$ cat config.mk
export PLATFORM = sky130hd
export DESIGN_NAME = skit_cell
export DESIGN_NICKNAME = d
export VERILOG_FILES = /design/src/sv/skit_pkg.sv /design/src/sv/skit_cell.sv
export SDC_FILE = /design/constraint.sdc
export NUM_CORES = 1
export LEC_CHECK = 0
export BUFFER_PORTS_ARGS = -buffer_cell sky130_fd_sc_hd__buf_2
export CORE_AREA = 2 2 153 155
export DETAILED_ROUTE_END_ITERATION = 8
export DIE_AREA = 0 0 155 157
export SLEW_MARGIN = 20
export SYNTH_ARGS = -nofsm -noshare
export SYNTH_HDL_FRONTEND = slang
export SYNTH_SLANG_ARGS = --single-unit
$ cat constraint.sdc
create_clock -name clk -period 5.5 [get_ports clk]
set_clock_uncertainty 0.1 [all_clocks]
set_input_delay 0.275 -clock clk [delete_from_list [all_inputs] [get_ports clk]]
set_output_delay 0.275 -clock clk [all_outputs]
set_load 0.03 [all_outputs]
$ cat src/sv/skit_pkg.sv
// shared types and constants for the sorted key index table
`timescale 1ns / 1ps

package skit_pkg;

    localparam int CAPACITY  = 64;
    localparam int KEY_BYTES = 8;
    localparam int KEY_W     = 8 * KEY_BYTES;
    localparam int CNT_W     = $clog2(CAPACITY + 1);
    localparam int ADDR_W    = 32;
    localparam int MAXE_W    = 7;
    localparam int ENTRY_W   = 7;

    typedef enum logic [1:0] {
        CMD_INSERT = 2'd0,
        CMD_REMOVE = 2'd1,
        CMD_SEARCH = 2'd2,
        CMD_NOP    = 2'd3
    } cmd_t;

    typedef enum logic [1:0] {
        ST_DONE      = 2'd0,
        ST_NOT_FOUND = 2'd1,
        ST_FULL      = 2'd2,
        ST_DUPLICATE = 2'd3
    } status_t;

    typedef enum logic {
        REG_UNIQUE_MODE = 1'b0,
        REG_MAX_ENTRIES = 1'b1
    } reg_idx_t;

    // broadcast to every cell of the chain
    typedef struct packed {
        logic              insert;
        logic              remove;
        logic [KEY_W-1:0]  key;
        logic [ADDR_W-1:0] addr;
    } cell_op_t;

    // per-cell compare results
    typedef struct packed {
        logic hit;
        logic not_less;
    } cell_flags_t;

endpackage

$ cat src/sv/skit_cell.sv
// one table slot: key and address register with its own comparator
`timescale 1ns / 1ps

module skit_cell (
    input  logic                          clk,
    input  skit_pkg::cell_op_t            op,
    input  logic                          valid,
    input  logic                          left_not_less,
    input  logic [skit_pkg::KEY_W-1:0]    left_key,
    input  logic [skit_pkg::ADDR_W-1:0]   left_addr,
    input  logic [skit_pkg::KEY_W-1:0]    right_key,
    input  logic [skit_pkg::ADDR_W-1:0]   right_addr,
    output skit_pkg::cell_flags_t         flags,
    output logic [skit_pkg::KEY_W-1:0]    key_q,
    output logic [skit_pkg::ADDR_W-1:0]   addr_q
);

    logic [skit_pkg::KEY_W-1:0]  key_reg;
    logic [skit_pkg::KEY_W-1:0]  key_next;
    logic [skit_pkg::ADDR_W-1:0] addr_reg;
    logic [skit_pkg::ADDR_W-1:0] addr_next;

    // empty slots count as not smaller so an insert lands at the tail
    always_comb
    begin
        flags.not_less = !valid || (key_reg >= op.key);
        flags.hit      = valid && (key_reg == op.key);
    end

    always_comb
    begin
        key_next  = key_reg;
        addr_next = addr_reg;
        if (op.insert)
        begin
            if (left_not_less)
            begin
                key_next  = left_key;
                addr_next = left_addr;
            end
            else if (flags.not_less)
            begin
                key_next  = op.key;
                addr_next = op.addr;
            end
        end
        else if (op.remove && flags.not_less)
        begin
            key_next  = right_key;
            addr_next = right_addr;
        end
    end

    always_ff @(posedge clk)
    begin
        key_reg  <= key_next;
        addr_reg <= addr_next;
    end

    assign key_q  = key_reg;
    assign addr_q = addr_reg;

endmodule

Word level (Yosys, flattened, before mapping)
Cells that the tools add are included.
- bits of input ports: 293
- logic and storage cells: 19
- output and inout bits: 98
- register bits after elaboration: 96
- mux-type cells: 8
- reduce and logical (&&, ||, !) cells: 6
- $lt $le $gt $ge: 1
- eq/ne operators: 2
- operators by type and width (operator ; count):
    2-to-1 mux 64 bit ; 4
    2-to-1 mux 32 bit ; 4
    equality test 64 bit ; 1
    greater-or-equal comparator 64 bit ; 1
    inequality test 3 x 1 -> 1 bit, second input constant ; 1
    logical AND 1 bit ; 2
    AND reduction 2 bit ; 1
    nonzero test 2 bit ; 1
    zero test 1 bit ; 1
    logical OR 1 bit ; 1

Depth between registers and ports, before layout
- word-level depth: 5
- gate-level depth with buffers: 9
- mapped depth without buffers: 9

Least setup slack after synthesis
OpenSTA, ideal clock, no wires.
- path kind: reg-to-reg
- start point: register key_reg (netlist bit key_q[14])
- end point: register addr_reg (netlist bit addr_q[0]) (enable)
- library setup time: 0.465 ns
- path buffers: 0
- clock period less this slack: 5.137 ns
- slack: 0.363 ns
- data required time: 4.935 ns
- cell stages (with the launch flop): 9
- arrival time: 4.573 ns
- path through: edfxtp_1 ha_1 nand4_1 or4_1 nor4_1 or3_1 a311oi_2 nand2_1 a22o_1
- RTL lines (item ; line ; RTL):
    start, declared ; skit_cell.sv:18 ; logic [skit_pkg::KEY_W-1:0] key_reg;
    start signal, assigned ; skit_cell.sv:56 ; key_reg <= key_next;
    end signal, assigned ; skit_cell.sv:57 ; addr_reg <= addr_next;
    end, declared ; skit_cell.sv:20 ; logic [skit_pkg::ADDR_W-1:0] addr_reg;

Final worst setup path
- start point: register key_reg (netlist bit key_q[14])
- end point: register addr_reg (netlist bit addr_q[13]) (enable)
- longest elaborated chain between the ends: 5
- elaborated cells on any way between the ends: 6
- classes of those cells: order compare: 1; eq/ne: 1; reduce/logical: 4
- RTL lines (item ; line ; RTL):
    greater-or-equal comparator 64 bit * ; skit_cell.sv:26 ; flags.not_less = !valid || (key_reg >= op.key);
    logical OR 1 bit * ; skit_cell.sv:26 ;
    logical AND 1 bit ; skit_cell.sv:47 ; else if (op.remove && flags.not_less)
    nonzero test 2 bit (no source line) ; - ;
    AND reduction 2 bit (no source line) * ; - ;
Mark *: on every way between the ends. The rest lies on a longest branch, timed or not.
A chain may end at the register's enable or synchronous reset.

==> results.md <==
- Placeable Area: 22500 um2
- Worst slew margin relative to its limit: 0.4234
- Total count of max-transition violations in the final report: 0
- Clock tree from TritonCTS: yes
- Filler cell count: 2295
- Placed wire-length estimate: 17650 um
- Nets: 1384
- Count of antenna-violating nets left after detailed routing: 0
- Layout cells sized above 1: 0.4006
- Starting Density: 0.2890
- Worst-margin pin slew: 0.8649 ns
- Number of vias after detailed routing: 6105
- Post-route minimum period: 3.688 ns
- Total count of hold-check failures in the final report: 0
- Share of synthesized area occupied by flip-flops and latches: 0.4433
- Setup_tns: 0 ns
- Global-route wire length before repair: 31420 um
- Die W: 155 um
- Average detailed-routed wire length per instance: 16.18 um
- Power per standard cell area: 252.5 nW/um2
- IR Drop Worst-Case VDD: 0.1556 mV
- Largest driver fanout on the critical path: 56
- Net count of the mapped netlist: 1011
- Part of the total power dissipated in the clock network: 0.276
- Vias in the first global route: 5933
- YS warnings: 0
- Reg-to-reg critical path startpoint: key_q[14]
- Gp weighted congestion: 0.8087
- WL final: 21300 um
- Maximum number of buffers from clock root to sink: 2
- Number of max-cap violations: 0
- Count of buffers from port buffering: 390
- Rows: 55
- Highest attainable clock frequency: 271.1 MHz
- RSZ-0062 raised after global routing: no
- H-tree Lvls: 3
- Num Clock Sinks: 96
- Vias per inst: 4.639
- Share of flip-flops with an asynchronous set or reset after synthesis: 0
- Number of different library cells in the post-synthesis netlist: 33
- Most common flop cell mapped by yosys: sky130_fd_sc_hd__edfxtp_1
- Average cell area after synthesis: 9.943 um2
- Portion of the clock cycle consumed by the worst path in the final layout: 0.6706
- Switching Power: 0.7570 mW
- Most common cell after layout, fill and taps aside: sky130_fd_sc_hd__buf_2
- Buffers inserted during post-CTS setup optimization: 0
- Min-delay src: right_key[51]
- Sum of overflow across all layers after global routing: 0
- Run status: finished, final reports clean
- #FFs+latches synth: 96
- Clock slew at reported path FFs: 0.08 ns
- Crit end category: register
- Hold Worst Slack: 0.1468 ns
- Number of antenna violations at the first check in global routing: 0
- Part of the total power dissipated in sequential elements: 0.415
- Signed area change from the synthesized netlist to the final layout: 39.00%
- Category of the critical setup timing path: register to register
- Die area: 24340 um2
- Inserted Clock Buffers: 9
- Tightest Hold Check Type: input port to register
- Comb pwr share: 0.309
- # DRC: 0
- Cell Area, Synth: 6502 um2
- Maximum number of pins on one net before global-route repair: 92
- CP Launch Type: register
- Required time of the critical path: 5.43 ns
- Die height: 157 um
- Clock network latency to the later pin of the worst-skew pair: 0.35 ns
- Clk root buf: sky130_fd_sc_hd__clkbuf_16
- Static Leakage: 4.561 nW
- Worst reg2reg path depth: 9
- CTS hold repair buffers: 0
- Min-Delay Endpoint: key_q[51]
- Switching fraction of total power: 0.3317
- Total global-route track usage: 0.1667
- CP Data Arrival Time: 3.61 ns
- Reg2reg end: addr_q[13]
- First-pass detailed-route iteration total: 5
- Detailed Route Iter0 Violations: 236
- Cell count after synthesis: 654
- Hold depth: 3
- Internal power summed over all cells: 1.526 mW
- EDFF count, synth: 96
- Highest-count cells in the layout ignoring fill and taps: sky130_fd_sc_hd__buf_2, sky130_fd_sc_hd__a21oi_1, sky130_fd_sc_hd__nor2_1
- Number of gates resized after CTS: 0
- IO Pins: 391
- Number of antenna cells inserted: 0
- FF-to-FF setup slack: 1.81 ns
- # setup viols final: 0
==> power by group through the flow <==
stage	registers (mW)	logic [mW]	clock network, mW
floorplan	1.12	0.269	0
global placement	0.958	0.710	0
detailed placement	0.963	0.714	0
CTS	0.947	0.716	0.651
global route	0.957	0.777	0.679
finish	0.946	0.706	0.631
==> registers in the layout, indices dropped and copies added (netlist names) <==
signal and flops:
addr_q 32, key_q 64
==> layer usage <==
metal / GRT usage / wire [um] / up-vias
li1: - / - / 3110
met1: 0.1962 / 8724 / 2714
met2: 0.3018 / 10690 / 253
met3: 0.03524 / 1455 / 28
met4: 0.05556 / 426 / 0
met5: 0 / 0 / -
==> cell families (layout without fill, tap and decap cells) <==
kind of cell,Yosys count,in the layout,synth area share
adders and majority gates,64,64,0.1231
AOI/OAI and AO/OA,138,138,0.1172
muxes,96,96,0.1478
buffers and inverters,100,477,0.05830
and+or+nand+nor,160,160,0.1103
DFF,96,96,0.4433
==> cell usage after synthesis (2+ instances only) <==
master                     instances  area (um2)
sky130_fd_sc_hd__edfxtp_1         96        2883
sky130_fd_sc_hd__a21oi_1         119       595.6
sky130_fd_sc_hd__or3_1             2       12.51
sky130_fd_sc_hd__nor2_1          103       386.6
sky130_fd_sc_hd__nor3_1            2       10.01
sky130_fd_sc_hd__nand3_1          11       55.05
sky130_fd_sc_hd__inv_1            68       255.2
sky130_fd_sc_hd__nand2_1          16       60.06
sky130_fd_sc_hd__clkbuf_1         26       97.59
sky130_fd_sc_hd__ha_1             64       800.8
sky130_fd_sc_hd__buf_1             3       11.26
sky130_fd_sc_hd__a221oi_1          4       35.03
sky130_fd_sc_hd__o21ai_0           5       25.02
sky130_fd_sc_hd__and4_1            2       17.52
sky130_fd_sc_hd__a21o_1            2       15.01
sky130_fd_sc_hd__buf_2             3       15.01
sky130_fd_sc_hd__nand4_1          12       75.07
sky130_fd_sc_hd__nor4_1            6       37.54
sky130_fd_sc_hd__mux2i_1          96       960.9
==> how the worst max path moves through the flow <==
stage                          from    endpoint  slack (ns)  cells past startpoint
after global routing      key_q[14]  addr_q[15]        1.54                      9
after CTS                 key_q[14]  addr_q[13]        1.75                      9
final                     key_q[14]  addr_q[13]        1.81                      9
after global placement       op[46]   addr_q[0]        1.85                     11
after floorplan           key_q[14]   addr_q[0]        0.36                      8
after detailed placement     op[46]   addr_q[8]        1.76                     11
==> metrics by stage <==
step | setup slack [ns] | util | area [um2] | instances | total power, mW
2_1_floorplan | 0.3628 | - | 6502 | 654 | 1.393
4_1_cts | 1.755 | 0.4017 | 9039 | 1316 | 2.314
5_1_grt | 1.537 | 0.4017 | 9039 | 1316 | 2.412
6_report | 1.812 | 0.4017 | 9039 | 1316 | 2.283
3_3_place_gp | 1.853 | 0.3889 | 8751 | 1301 | 1.668
3_5_place_dp | 1.757 | 0.3889 | 8751 | 1301 | 1.677
==> critical path: stages, from the launching register on <==
cell,delay (ns)
sky130_fd_sc_hd__edfxtp_1,0.39
sky130_fd_sc_hd__ha_1,0.33
sky130_fd_sc_hd__nand4_1,0.14
sky130_fd_sc_hd__or4_1,0.58
sky130_fd_sc_hd__nor4_1,0.31
sky130_fd_sc_hd__or3_1,0.24
sky130_fd_sc_hd__a311oi_2,0.12
sky130_fd_sc_hd__nand2_1,0.12
sky130_fd_sc_hd__a22o_4,0.65
sky130_fd_sc_hd__buf_12,0.32
==> area by class of cell <==
| type | count | area, um2 | area share |
|---|---|---|---|
| sequential | 96 | 2883 | 0.3189 |
| tap | 285 | 356.6 | 0.03945 |
| clock buffer | 10 | 229.0 | 0.02533 |
| timing repair buffer | 394 | 2007 | 0.2220 |
| multi-input combinational | 458 | 3249 | 0.3595 |
| inverter | 68 | 255.2 | 0.02824 |
| clock inverter | 5 | 58.81 | 0.006506 |
Power figures use the tool's default switching activity.
